--- config.mk ---
export PLATFORM = sky130hd
export DESIGN_NAME = hsl_to_rgb_converter
export DESIGN_NICKNAME = d
export VERILOG_FILES = /design/src/rtl/hrc_pkg.sv /design/src/rtl/hsl_to_rgb_converter.sv /design/src/rtl/hrc_span.sv /design/src/rtl/hrc_mid.sv /design/src/rtl/hrc_div.sv
export SDC_FILE = /design/constraint.sdc
export NUM_CORES = 1
export LEC_CHECK = 0
export BUFFER_PORTS_ARGS = -buffer_cell sky130_fd_sc_hd__buf_2
export CAP_MARGIN = 20
export CORE_MARGIN = 2
export CORE_UTILIZATION = 59
export CTS_CLUSTER_SIZE = 30
export DETAILED_ROUTE_END_ITERATION = 12
export GPL_TIMING_DRIVEN = 0
export PLACE_DENSITY = 0.9
export SYNTH_ARGS = -nofsm -noshare
export SYNTH_HDL_FRONTEND = slang
export SYNTH_HIERARCHICAL = 1
export SYNTH_SLANG_ARGS = --single-unit
--- constraint.sdc ---
create_clock -name clk -period 7.2 [get_ports clk]
set_input_delay 0 -clock clk [delete_from_list [all_inputs] [get_ports clk]]
set_output_delay 0 -clock clk [all_outputs]
set_load 0.1 [all_outputs]
--- src/rtl/hrc_pkg.sv ---
package hrc_pkg;

  localparam int HUE_BITS     = 16;
  localparam int CHANNEL_BITS = 8;
  localparam int WIDE_BITS    = 2 * CHANNEL_BITS;
  localparam int FINE_BITS    = WIDE_BITS + HUE_BITS;
  localparam int QUOT_BITS    = CHANNEL_BITS + 1;
  localparam int LANES        = 3;
  localparam int LANE_HI      = 0;
  localparam int LANE_LO      = 1;
  localparam int LANE_MID     = 2;
  localparam int PIPE_LATENCY = 7;

  localparam logic [CHANNEL_BITS-1:0] CH_MAX = '1;

  // Hue sextants, named by the color at their start and end.
  typedef enum logic [2:0] {
    SEXT_RY = 3'd0,
    SEXT_YG = 3'd1,
    SEXT_GC = 3'd2,
    SEXT_CB = 3'd3,
    SEXT_BM = 3'd4,
    SEXT_MR = 3'd5
  } sext_t;

  typedef logic [WIDE_BITS-1:0] wide_t;
  typedef logic [QUOT_BITS-1:0] quot_t;

  typedef struct packed {
    logic [HUE_BITS-1:0]     hue;
    logic [CHANNEL_BITS-1:0] saturation;
    logic [CHANNEL_BITS-1:0] lightness;
  } hsl_t;

  typedef struct packed {
    logic [CHANNEL_BITS-1:0] red;
    logic [CHANNEL_BITS-1:0] green;
    logic [CHANNEL_BITS-1:0] blue;
  } rgb_t;

  typedef struct packed {
    logic  valid;
    sext_t sext;
  } ctl_t;

endpackage

--- src/rtl/hsl_to_rgb_converter.sv ---
// HSL to RGB converter, one pixel per beat.
// Input: a beat is taken at each rising edge where start is high and busy is
// low; hsl carries hue (fraction of a turn), saturation and lightness.
// busy is always low, so a new pixel may be offered in every cycle.
// Output: done is high for exactly one cycle while rgb holds the result; the
// result is taken at the edge that ends that cycle and cannot be held off.
// Throughput is one pixel per clock: a seven-stage pipeline (sextant and
// product, top and bottom values, span multiply, middle channel, two stages
// of divide by the channel maximum, routing and inversion).
// Configuration: cfg_write with cfg_wdata sets the invert flag, which turns
// each channel c into its maximum minus c. Write it only while no pixel is
// in flight.
// Reset (rst, synchronous) clears every stage valid bit and the invert flag;
// pixels in flight at reset are dropped.
module hsl_to_rgb_converter (
  input  logic          clk,
  input  logic          rst,
  input  logic          start,
  output logic          busy,
  input  hrc_pkg::hsl_t hsl,
  input  logic          cfg_write,
  input  logic          cfg_wdata,
  output logic          done,
  output hrc_pkg::rgb_t rgb
);
  import hrc_pkg::*;

  logic                    invert_output;
  logic                    accept;
  ctl_t                    ctl2;
  ctl_t                    ctl4;
  ctl_t                    ctl6;
  wide_t                   top2;
  wide_t                   bot2;
  logic [HUE_BITS-1:0]     frac2;
  wide_t                   top4;
  wide_t                   bot4;
  wide_t                   mid4;
  wide_t  [LANES-1:0]      num4;
  quot_t  [LANES-1:0]      quot6;
  quot_t                   red_q;
  quot_t                   green_q;
  quot_t                   blue_q;

  assign busy   = 1'b0;
  assign accept = start && !busy;

  always_ff @(posedge clk) begin
    if (rst) begin
      invert_output <= 1'b0;
    end else if (cfg_write) begin
      invert_output <= cfg_wdata;
    end
  end

  hrc_span u_span (
    .clk      (clk),
    .rst      (rst),
    .in_valid (accept),
    .hsl      (hsl),
    .ctl      (ctl2),
    .top      (top2),
    .bot      (bot2),
    .frac     (frac2)
  );

  hrc_mid u_mid (
    .clk     (clk),
    .rst     (rst),
    .ctl_in  (ctl2),
    .top_in  (top2),
    .bot_in  (bot2),
    .frac_in (frac2),
    .ctl_out (ctl4),
    .top_out (top4),
    .bot_out (bot4),
    .mid_out (mid4)
  );

  always_comb begin
    num4[LANE_HI]  = top4;
    num4[LANE_LO]  = bot4;
    num4[LANE_MID] = mid4;
  end

  hrc_div u_div (
    .clk     (clk),
    .rst     (rst),
    .ctl_in  (ctl4),
    .num     (num4),
    .ctl_out (ctl6),
    .quot    (quot6)
  );

  always_comb begin
    case (ctl6.sext)
      SEXT_RY: begin
        red_q = quot6[LANE_HI];  green_q = quot6[LANE_MID]; blue_q = quot6[LANE_LO];
      end
      SEXT_YG: begin
        red_q = quot6[LANE_MID]; green_q = quot6[LANE_HI];  blue_q = quot6[LANE_LO];
      end
      SEXT_GC: begin
        red_q = quot6[LANE_LO];  green_q = quot6[LANE_HI];  blue_q = quot6[LANE_MID];
      end
      SEXT_CB: begin
        red_q = quot6[LANE_LO];  green_q = quot6[LANE_MID]; blue_q = quot6[LANE_HI];
      end
      SEXT_BM: begin
        red_q = quot6[LANE_MID]; green_q = quot6[LANE_LO];  blue_q = quot6[LANE_HI];
      end
      default: begin
        red_q = quot6[LANE_HI];  green_q = quot6[LANE_LO];  blue_q = quot6[LANE_MID];
      end
    endcase
  end

  function automatic logic [CHANNEL_BITS-1:0] finish(quot_t q, logic inv);
    logic [CHANNEL_BITS-1:0] c;
    c = (q > QUOT_BITS'(CH_MAX)) ? CH_MAX : q[CHANNEL_BITS-1:0];
    return inv ? (CH_MAX - c) : c;
  endfunction

  always_ff @(posedge clk) begin
    if (rst) begin
      done <= 1'b0;
    end else begin
      done <= ctl6.valid;
    end
    rgb.red   <= finish(red_q, invert_output);
    rgb.green <= finish(green_q, invert_output);
    rgb.blue  <= finish(blue_q, invert_output);
  end

endmodule

--- src/rtl/hrc_span.sv ---
module hrc_span (
  input  logic                          clk,
  input  logic                          rst,
  input  logic                          in_valid,
  input  hrc_pkg::hsl_t                 hsl,
  output hrc_pkg::ctl_t                 ctl,
  output hrc_pkg::wide_t                top,
  output hrc_pkg::wide_t                bot,
  output logic [hrc_pkg::HUE_BITS-1:0]  frac
);
  import hrc_pkg::*;

  logic [HUE_BITS+2:0]     hue6;
  ctl_t                    ctl1;
  wide_t                   prod1;
  logic [CHANNEL_BITS-1:0] light1;
  logic [CHANNEL_BITS-1:0] sat1;
  logic [HUE_BITS-1:0]     frac1;
  logic [WIDE_BITS:0]      light255;
  logic [WIDE_BITS:0]      sat255;
  logic [WIDE_BITS:0]      top_sum;
  logic [WIDE_BITS:0]      bot_diff;
  logic                    light_low;

  // Hue times six: the integer part is the sextant, the rest the fraction within it.
  assign hue6 = {1'b0, hsl.hue, 2'b00} + {2'b00, hsl.hue, 1'b0};

  always_ff @(posedge clk) begin
    if (rst) begin
      ctl1.valid <= 1'b0;
    end else begin
      ctl1.valid <= in_valid;
    end
    ctl1.sext <= sext_t'(hue6[HUE_BITS+2:HUE_BITS]);
    frac1     <= hue6[HUE_BITS-1:0];
    prod1     <= WIDE_BITS'(hsl.lightness) * WIDE_BITS'(hsl.saturation);
    light1    <= hsl.lightness;
    sat1      <= hsl.saturation;
  end

  // Top and bottom values are kept in units of one over CH_MAX squared.
  always_comb begin
    light255  = {1'b0, light1, {CHANNEL_BITS{1'b0}}} - {{(CHANNEL_BITS+1){1'b0}}, light1};
    sat255    = {1'b0, sat1, {CHANNEL_BITS{1'b0}}} - {{(CHANNEL_BITS+1){1'b0}}, sat1};
    light_low = ({light1, 1'b0} <= {1'b0, CH_MAX});
    if (light_low) begin
      top_sum = light255 + {1'b0, prod1};
    end else begin
      top_sum = light255 + sat255 - {1'b0, prod1};
    end
    bot_diff = {light255[WIDE_BITS-1:0], 1'b0} - top_sum;
  end

  always_ff @(posedge clk) begin
    if (rst) begin
      ctl.valid <= 1'b0;
    end else begin
      ctl.valid <= ctl1.valid;
    end
    ctl.sext <= ctl1.sext;
    top      <= top_sum[WIDE_BITS-1:0];
    bot      <= bot_diff[WIDE_BITS-1:0];
    frac     <= frac1;
  end

endmodule

--- src/rtl/hrc_mid.sv ---
module hrc_mid (
  input  logic                          clk,
  input  logic                          rst,
  input  hrc_pkg::ctl_t                 ctl_in,
  input  hrc_pkg::wide_t                top_in,
  input  hrc_pkg::wide_t                bot_in,
  input  logic [hrc_pkg::HUE_BITS-1:0]  frac_in,
  output hrc_pkg::ctl_t                 ctl_out,
  output hrc_pkg::wide_t                top_out,
  output hrc_pkg::wide_t                bot_out,
  output hrc_pkg::wide_t                mid_out
);
  import hrc_pkg::*;

  wide_t                span;
  ctl_t                 ctl3;
  wide_t                top3;
  wide_t                bot3;
  logic [FINE_BITS-1:0] prod3;
  logic [FINE_BITS-1:0] fine_val;

  assign span = top_in - bot_in;

  always_ff @(posedge clk) begin
    if (rst) begin
      ctl3.valid <= 1'b0;
    end else begin
      ctl3.valid <= ctl_in.valid;
    end
    ctl3.sext <= ctl_in.sext;
    top3      <= top_in;
    bot3      <= bot_in;
    prod3     <= FINE_BITS'(span) * FINE_BITS'(frac_in);
  end

  // Odd sextants fall from the top value, even ones rise from the bottom value.
  always_comb begin
    if (ctl3.sext[0]) begin
      fine_val = {top3, {HUE_BITS{1'b0}}} - prod3;
    end else begin
      fine_val = {bot3, {HUE_BITS{1'b0}}} + prod3;
    end
  end

  always_ff @(posedge clk) begin
    if (rst) begin
      ctl_out.valid <= 1'b0;
    end else begin
      ctl_out.valid <= ctl3.valid;
    end
    ctl_out.sext <= ctl3.sext;
    top_out      <= top3;
    bot_out      <= bot3;
    mid_out      <= fine_val[FINE_BITS-1:HUE_BITS];
  end

endmodule

--- src/rtl/hrc_div.sv ---
module hrc_div (
  input  logic                                  clk,
  input  logic                                  rst,
  input  hrc_pkg::ctl_t                         ctl_in,
  input  hrc_pkg::wide_t [hrc_pkg::LANES-1:0]   num,
  output hrc_pkg::ctl_t                         ctl_out,
  output hrc_pkg::quot_t [hrc_pkg::LANES-1:0]   quot
);
  import hrc_pkg::*;

  localparam int SCALED_BITS = 3 * CHANNEL_BITS + 1;

  logic [SCALED_BITS-1:0]  scaled [LANES];
  ctl_t                    ctl5;
  wide_t  [LANES-1:0]      num5;
  quot_t  [LANES-1:0]      est5;
  logic [WIDE_BITS:0]      back [LANES];
  logic [WIDE_BITS:0]      rem [LANES];

  // Multiplying by 2^CHANNEL_BITS + 1 and dropping the low bits underestimates
  // the quotient by CH_MAX by at most one, which the second stage corrects.
  always_comb begin
    for (int i = 0; i < LANES; i++) begin
      scaled[i] = {1'b0, num[i], {CHANNEL_BITS{1'b0}}} + SCALED_BITS'(num[i]);
    end
  end

  always_ff @(posedge clk) begin
    if (rst) begin
      ctl5.valid <= 1'b0;
    end else begin
      ctl5.valid <= ctl_in.valid;
    end
    ctl5.sext <= ctl_in.sext;
    for (int i = 0; i < LANES; i++) begin
      num5[i] <= num[i];
      est5[i] <= scaled[i][SCALED_BITS-1:WIDE_BITS];
    end
  end

  always_comb begin
    for (int i = 0; i < LANES; i++) begin
      back[i] = {est5[i], {CHANNEL_BITS{1'b0}}} - (WIDE_BITS+1)'(est5[i]);
      rem[i]  = {1'b0, num5[i]} - back[i];
    end
  end

  always_ff @(posedge clk) begin
    if (rst) begin
      ctl_out.valid <= 1'b0;
    end else begin
      ctl_out.valid <= ctl5.valid;
    end
    ctl_out.sext <= ctl5.sext;
    for (int i = 0; i < LANES; i++) begin
      quot[i] <= est5[i] + QUOT_BITS'(rem[i] >= (WIDE_BITS+1)'(CH_MAX));
    end
  end

endmodule

# [After elaboration in Yosys (flattened, before gate mapping)]
# Index checks and enable logic that the tools add are counted.
[word_totals] input_bits=37 ramBits=0 wordCells=95 ff_bits=360 output_inout_bits=26 latch_bits=0 mem_count=0 romBits=0
[classes] n_mul=2 n_eq_ne=4 addsub=25 n_reduce_logical=7 shifts=0 order_cmp=7 div_mod_pow=0 muxes=11 bitwise_logic=0
[ops] cell="adder 24 x 16 -> 25 bit" n=3
[ops] cell="one-hot mux 9 bit (2 select lines)" n=3
[ops] cell="greater-or-equal comparator 17 x 8 -> 1 bit, second input constant" n=3
[ops] cell="subtractor 16 x 17 -> 17 bit" n=3
[ops] cell="subtractor 17 x 9 -> 17 bit" n=3
[ops] cell="2-to-1 mux 8 bit" n=6
[ops] cell="subtractor 16 bit" n=3
[ops] cell="adder 16 bit" n=2
[ops] cell="adder 32 bit" n=1
[ops] cell="multiplier 16 x 16 -> 32 bit" n=1
[ops] cell="2-to-1 mux 32 bit" n=1
[ops] cell="subtractor 16 x 8 -> 16 bit" n=2
[ops] cell="subtractor 32 bit" n=1
[ops] cell="adder 9 x 1 -> 9 bit" n=3
[ops] cell="greater-than comparator 9 x 8 -> 1 bit, second input constant" n=3
[ops] cell="subtractor 8 bit, first input constant" n=3
[ops] cell="adder 18 x 17 -> 19 bit" n=1
[ops] cell="multiplier 8 x 8 -> 16 bit" n=1
[ops] cell="2-to-1 mux 16 bit" n=1
[ops] cell="OR reduction 2 bit" n=6
[ops] cell="less-or-equal comparator 9 x 8 -> 1 bit, second input constant" n=1
[ops] cell="== test 3 x 2 -> 1 bit, second input constant" n=2
[ops] cell="== test 3 x 1 -> 1 bit, second input constant" n=1
[ops] cell="== test 3 bit, second input constant" n=1
[ops] cell="zero test 3 bit" n=1

# [Depth between registers and ports, before layout]
# Gate-level depths: netlist of the first run.
[logic_depth] word_depth=7 depth_mapped=37 depth_no_buf=35

# [By module]
# The synthesis of the first run kept the hierarchy.
[modules_own_cells] mod="hrc_mid" n_inst=1 cells_each=1387 seq_area_each_um2=2402.3 area_each_um2=12954.9
[modules_own_cells] mod="hrc_span" n_inst=1 cells_each=802 seq_area_each_um2=2021.9 area_each_um2=7604.8
[modules_own_cells] mod="hrc_div" n_inst=1 cells_each=743 seq_area_each_um2=2202.1 area_each_um2=6666.4
[modules_own_cells] mod="hsl_to_rgb_converter" n_inst=1 cells_each=215 seq_area_each_um2=520.5 area_each_um2=1784.2

# [Worst setup path after synthesis of the first run]
# No wires, ideal clock.
[synth_timing] kind="register -> register" startpoint="register u_span.bot[0]" endpoint="register u_mid.prod3[30]" required_time_ns=7.128 path_stages_with_launch=35 setup_ns=0.072 path_buffers=2 setup_slack_ns=-0.730 arrival_time_ns=7.858 synth_period_minus_slack_ns=7.930 cell_sequence="dfxtp_1 > buf_4 > inv_1 > ha_1 > fa_1 > nor2b_1 > o21ai_1 > a21boi_1 > o21ai_1 > a21boi_2 > o2111ai_1 > a31oi_2 > xor2_1 > buf_2 > nand2_1 > fa_1 > fa_1 > inv_1 > fa_1 > fa_1 > fa_1 > inv_1 > fa_1 > inv_1 > ha_1 > a21o_1 > a21o_1 > a211oi_2 > nor2_1 > and2_1 > o311ai_2 > o21ai_1 > a221o_1 > a21oi_2 > xnor2_1"
[synth_between] elab_chain_len=2
[synth_lines] element="from (decl)" line_no="hrc_span.sv:8" rtl="output hrc_pkg::wide_t bot,"
[synth_lines] element="from (signal assigned)" line_no="hrc_span.sv:62" rtl="bot <= bot_diff[WIDE_BITS-1:0];"
[synth_lines] element="subtractor 16 bit" line_no="hrc_mid.sv:22" rtl="assign span = top_in - bot_in;"
[synth_lines] element="multiplier 16 x 16 -> 32 bit" line_no="hrc_mid.sv:33" rtl="prod3 <= FINE_BITS'(span) * FINE_BITS'(frac_in);"
[synth_lines] element="to (signal assigned)" line_no="hrc_mid.sv:33"
[synth_lines] element="to (decl)" line_no="hrc_mid.sv:19" rtl="logic [FINE_BITS-1:0] prod3;"
# No other way between the ends.
# A chain may end at the register's enable or synchronous reset.

# [Final worst setup path of the first run]
# Ends and elaborated chain as after synthesis.

==> summary.txt, run 1 <==
Timing
  • Setup ws final: -1.35 ns
  • Slew margin rel.: 37.6%
  • Setup TNS: -17.61 ns
  • Least-Margin Pin Slew: just over 0.9 ns
  • RSZ-0062 raised after global routing: yes
  • Final min period: ~8.6 ns
  • Fmax: ~0.12 GHz
  • Final Max Tran Viols: 0
  • Post-Route Skew: between 0.02 and 0.03 ns
  • Setup Viol. Count Final: 21
  • Final Hold Fails: 0
  • Tcrit/Tclk final: 119%

Synthesis
  • Count leader, synth: inv_1
  • Ys async rst share: 0%
  • Register area share after synthesis: approximately a quarter
  • Synth Net Count: around 3800
  • Post-synthesis cell count: 3147
  • Share of the synthesized area in the top cell type: between 20% and 30%
  • FF+latch count, synth: about 360
  • Top_reg_cell synth: dfxtp_1
  • Synthesized area per cell: 9.22 sq um
  • Top cells by area, synth: dfxtp_1 25%, fa_1 18%, ha_1 16%
  • Synth top cells by count: 503 x inv_1, 376 x ha_1, 357 x dfxtp_1, 272 x nand2_1, 254 x fa_1
  • Cell Area, Synth: slightly below 0.03 sq mm
  • Count of cell types in the netlist: approximately 100
  • YS warnings: 6
  • Post-synth top area cell: dfxtp_1
  • Post-synth EDFFs: 0

Clock tree
  • Max Root-Sink Buffers: 3
  • Clk slew on worst S/H paths: around 0.060 ns
  • Clk Latency, worst-skew pair: between 0.5 and 0.6 ns
  • CTS Sinks: around 360
  • CTS buffer count: 39
  • Root Driver: clkbuf_16
  • Htree depth: 2
  • CTS tree: done

Placement
  • RePlAce Congestion: about 0.95
  • Worst slack, placed: -1.79 ns
  • Cell Count Post-Placement: slightly below 4000
  • Port Buffer Count: 61
  • Detail Placement HPWL: around 53000 um

Finish
  • Seq. cell area: 0.00715 sq mm
  • Area Overhead vs Synth: 14.1%
  • Fraction of layout cells with a size suffix above 1: a little over a tenth
  • Fin cells: approximately 4100
  • Area of the multi-input gates: 0.0203 sq mm
  • FILL cells: 3100
  • Final nets: 4020
  • Post-layout util: 67.9%

Worst setup path
  • CP delay by family, top: adder cells
  • Stages on worst setup path: 32
  • Buf+Inv Stages, Crit Path: 4
  • Worst-case reg-to-reg path depth: 32
  • Crit path max-delay cell type: fa_1
  • Worst setup EP type: flip-flop
  • Crit path largest cell delay: about 0.56 ns
  • WS Path Type: flip-flop to flip-flop
  • CP max FO: 7
  • Critical path launch point type: flip-flop
  • Worst path required time: ~7.7 ns
  • Most used cell, CP: fa_1
  • Worst path arrival time: 9.05 ns

Routing
  • Met1 Wirelength: roughly 30000 um
  • Top layer in use: met4
  • WL met2: between 30000 and 40000 um
  • Post-route ant nets: 0
  • 1st-iter DRT viols: between 2000 and 3000
  • DR WL met3: 7740 um
  • DR vias: roughly 24000
  • Routed WL per cell: 20.1 um
  • Post-route DRC: 0
  • DR pass1 iterations: 11
  • Post-Route WL: 81600 um
  • Vias per inst: a little over 6

Floorplanning
  • Core box area: 0.0487 sq mm
  • Die W: between 200 and 250 um
  • Total die area: between 0.05 and 0.06 sq mm
  • Die height: between 200 and 250 um
  • Initial Util: about three fifths
  • Row count: 81
  • Io pins: between 60 and 70

Run status
  • Failing checks: negative setup slack
  • Outcome: complete, but fails checks

Global routing
  • Global-route wire length before repair: ~120000 um
  • Largest net degree at the start of global routing: 15
  • Vias in the first global route: approximately 25000
  • GRT Util Overall: 30.2%
  • Grt ovf: 0
  • Initial antenna violation count: 2

Worst hold path
  • WHS Path Cells: 2
  • Min-Delay Path Class: input pin to flip-flop

Job
  • Max-cap violations: 0
## flip-flops by register name, indices dropped and copies added (netlist names), 15 cells and up
register,flops
u_mid/prod3,32
u_span/frac1,15
u_div/num5,48
u_mid/bot3,16
u_span/top,15
u_span/prod1,16
u_span/frac,15
u_mid/top3,16
u_mid/top_out,16
u_mid/mid_out,16
u_div/quot,27
u_div/est5,27
u_span/bot,16
rgb,24
u_mid/bot_out,16
## final timing paths
path                                       start              end  slack (ns)
worst max-delay path               u_span/bot[0]  u_mid/prod3[30]       -1.35
worst min-delay path                     hsl[16]  u_span/frac1[1]        0.08
worst max register to register     u_span/bot[0]  u_mid/prod3[30]       -1.35
worst min register to register  u_span/frac1[14]  u_span/frac[14]        0.33
## layer usage
layer	GRT usage, %	up-vias
met4	17.8	0
li1	-	10800
met1	34.9	11600
met2	52.1	1554
met5	0	-
met3	5.95	590
## placed cells by master (no fill, tap or decap), types with 57 or more instances in the layout
| master | n |
|---|---|
| inv_1 | 488 |
| nor2b_1 | 57 |
| buf_2 | 66 |
| nor2_1 | 134 |
| ha_1 | 365 |
| xnor2_1 | 155 |
| fa_1 | 252 |
| nand2_1 | 261 |
| a21oi_1 | 133 |
| and2_1 | 134 |
| dfxtp_1 | 356 |
## kinds of logic after synthesis
family                   after synthesis  share of synthesized area [%]
AO/OA/AOI/OAI                        478                           11.2
buffers and inverters                574                           7.59
other                                  2                         0.0259
XOR/XNOR                             221                           6.72
multiplexers                          42                           1.50
flip-flops                           357                           24.6
AND/OR/NAND/NOR                      843                           14.6
adder cells (fa/ha/maj)              630                           33.7
## cell type report
class,count,area share (%)
multi-input cells,2216,61.2
well taps,664,2.51
clock buffers,50,3.19
flip-flops and latches,357,21.6
clock inverters,21,0.794
inverters,508,5.77
repair buffers,165,3.82
diodes,4,0.0302
plain buffers,66,1.06
## through the flow
step | cell area (sq um) | hold WS (ns)
final | 33100 | 0.0823
after global routing | 33100 | 0.113
after CTS | 32700 | 0.0727
after detailed placement | 30200 | 0.122
after global placement | 30200 | 0.120
after floorplan | 29100 | 0.0277
## what timing repair did
action / CTS / global route
resized for setup: 64 / 71
hold buffers: 48 / 0
hold endpoints to repair: 44 / 0
cloned: 0 / 0
setup endpoints to repair: 22 / 21
pin swaps: 43 / 50
setup buffers: 36 / 21
Power of run 1 is not shown: default switching activity piles up to over one toggle a cycle in this logic, so the estimate is an artifact.
==> run 2, diff against run 1 <==
Settings changed: CELL_PAD_IN_SITES_DETAIL_PLACEMENT set to 1, CELL_PAD_IN_SITES_GLOBAL_PLACEMENT set to 1, CORE_UTILIZATION 59 to 46, PLACE_DENSITY 0.9 to 0.89, SLEW_MARGIN set to 20.
==> run 2 against run 1 <==
Net effect: the run ends with max-capacitance violations, max-slew violations, negative setup slack left; wire length up 44%; critical endpoint is now u_mid/prod3[25]; hold slack better by 0.018 ns; flip-flop and latch count unchanged; via count up 7.5%; clock skew up 0.0052 ns; global-route usage up 2.6 points; critical path type unchanged.
==> summary.txt, run 2 (synthesis results as in run 1) <==
Run status
  • Outcome: complete, but fails checks
  • Failing checks: max-capacitance violations, max-slew violations, negative setup slack

Routing
  • Post-route DRC: 0 (unchanged)
  • Post-Route WL: 118000 um (+44%)
  • Routed WL per cell: 27.8 um (+38%)
  • 1st-iter DRT viols: 2495 (-7.0%)
  • DR vias: 26300 (+7.5%)
  • Vias per inst: 6.22 (+2.9%)
  • DR pass1 iterations: 8 (-3)
  • Post-route ant nets: 0 (unchanged)

Global routing
  • Global-route wire length before repair: 164000 um (+34%)
  • Initial antenna violation count: 10 (+8)
  • Grt ovf: 0 (unchanged)
  • GRT Util Overall: 32.9% (+2.6 points)
  • Largest net degree at the start of global routing: 15 (unchanged)
  • Vias in the first global route: 28600 (+15%)

Floorplanning
  • Initial Util: 46.2% (-13 points)
  • Total die area: 0.0651 sq mm (+28%)
  • Core box area: 0.0627 sq mm (+29%)
  • Row count: 92 (+14%)
  • Io pins: 63 (unchanged)
  • Die height: 255 um (+13%)
  • Die W: 255 um (+13%)

Job
  • Max-cap violations: 1 (+1)

Finish
  • Top reg by flops: u_div/num5
  • Max reg flops: 48 (unchanged)
  • Final nets: 4024 (+0.10%)
  • Largest regs: u_div/num5 x48, u_mid/prod3 x32
  • Area Overhead vs Synth: 15.0%
  • Most frequent cells in the layout: 491 x inv_1, 363 x ha_1, 356 x dfxtp_1
  • Most common cell after layout, fill and taps aside: inv_1
  • Finished layout cell area: 0.0333 sq mm (+0.74%)
  • Fraction of layout cells with a size suffix above 1: 11.1% (+0.20 points)

Placement
  • RePlAce Congestion: 0.887 (-6.5%)
  • Detail Placement HPWL: 68300 um (+28%)
  • Worst slack, placed: -1.91 ns (-0.118 ns)
  • Port Buffer Count: 61 (unchanged)
  • Dpl cell area: 0.0305 sq mm (+0.80%)

Timing
  • RSZ-0062 raised after global routing: yes
  • Final Hold Fails: 0 (unchanged)
  • Fmax: 0.109 GHz (-7.1%)
  • Least-Margin Pin Slew: 1.50 ns (+0.593 ns)
  • Setup ws final: -2.01 ns (-0.653 ns)
  • Post-Route Skew: 0.0314 ns (+0.00519 ns)
  • Slew margin rel.: -0.671% (-38 points)
  • Final min period: 9.21 ns (+0.653 ns)
  • Final Max Tran Viols: 8 (+8)
  • Hold slack: 0.101 ns (+0.0185 ns)
  • Tcrit/Tclk final: 128% (+9.1 points)
  • Setup Viol. Count Final: 24 (+14%)

Clock tree
  • Htree depth: 2 (unchanged)
  • CTS buffer count: 40 (+2.6%)
  • Clk Latency, worst-skew pair: 0.59 ns (about the same)
  • CTS tree: done
  • Clk slew on worst S/H paths: 0.06 ns (about the same)
  • CTS Sinks: 357 (unchanged)
  • Root Driver: clkbuf_16
  • Max Root-Sink Buffers: 3 (unchanged)

Worst setup path
  • WS Path Type: flip-flop to flip-flop
  • Worst setup EP type: flip-flop
  • Crit path max-delay cell type: xnor2_2
  • CP max FO: 10 (+3)
  • Worst path arrival time: 9.69 ns (+0.64 ns)
  • Critical path launch point type: flip-flop
  • Worst path required time: 7.69 ns (about the same)
  • Crit path largest cell delay: 0.98 ns (+0.42 ns)
  • Most used cell, CP: fa_1

Worst hold path
  • Min-Delay Path Class: input pin to flip-flop
==> run 2: changes by cell type in the layout (fill, tap and decap cells not counted), moves of 4 or more <==
cell,previous run,this run
nand2_2,6,2
buf_6,10,16
xnor2_1,155,151
nand2_1,261,266
bufinv_16,5,1
xnor2_2,4,10
buf_12,4,0
fa_1,252,246
fa_2,2,8
==> run 2: what timing repair did <==
item                                    CTS  global route
pin swaps                                77            57
gates cloned                              0             0
buffers inserted                         44            16
endpoints found under the setup margin   23            23
resized for setup                        81            65
hold buffers                             49             0
endpoints found under the hold margin    44             0
==> run 2: cell type report <==
| cell class | instances | area, sq um |
|---|---|---|
| inverter | 508 | 1910 |
| antenna | 2 | 5.00 |
| timing repair buffer | 168 | 1270 |
| clock buffer | 54 | 1140 |
| tap | 846 | 1060 |
| clock inverter | 15 | 130 |
| multi-input combinational | 2216 | 20300 |
| sequential | 357 | 7150 |
| buffer | 66 | 347 |
| fill | 7128 | 29400 |
==> run 2: worst paths after layout <==
kind | start | to | slack [ns] | cells past startpoint
setup / recovery | u_span/bot[0] | u_mid/prod3[25] | -2.01 | 28
hold / removal | hsl[16] | u_span/frac1[1] | 0.10 | 2
setup reg to reg | u_span/bot[0] | u_mid/prod3[25] | -2.01 | 28
hold reg to reg | u_span/frac1[6] | u_span/frac[6] | 0.33 | 0
==> run 2: through the flow <==
step | utilization [%] | TNS (ns) | std cells
after floorplan | - | -0.944 | 3147
after global placement | 48.6 | -26.31 | 4054
after detailed placement | 48.6 | -27.56 | 4054
after CTS | 52.5 | -15.90 | 4216
after global routing | 53.1 | -31.72 | 4230
final | 53.2 | -32.66 | 4232
==> run 2: routing by layer <==
layer	share of wire (%)	global-route usage, %
met3	9.0	7.21
met1	34	34.6
met4	10	25.3
met2	47	57.3
met5	0.15	0
==> run 2: critical path, delay by kind of cell (launching register included) <==
kind,cells,cell delay (ns)
XOR/XNOR,1,0.98
buffers and inverters,9,1.50
AND/OR/NAND/NOR,5,0.89
flip-flops,1,0.41
adder cells (fa/ha/maj),9,4.22
AO/OA/AOI/OAI,4,1.07
Power of run 2 is left out for the same reason.
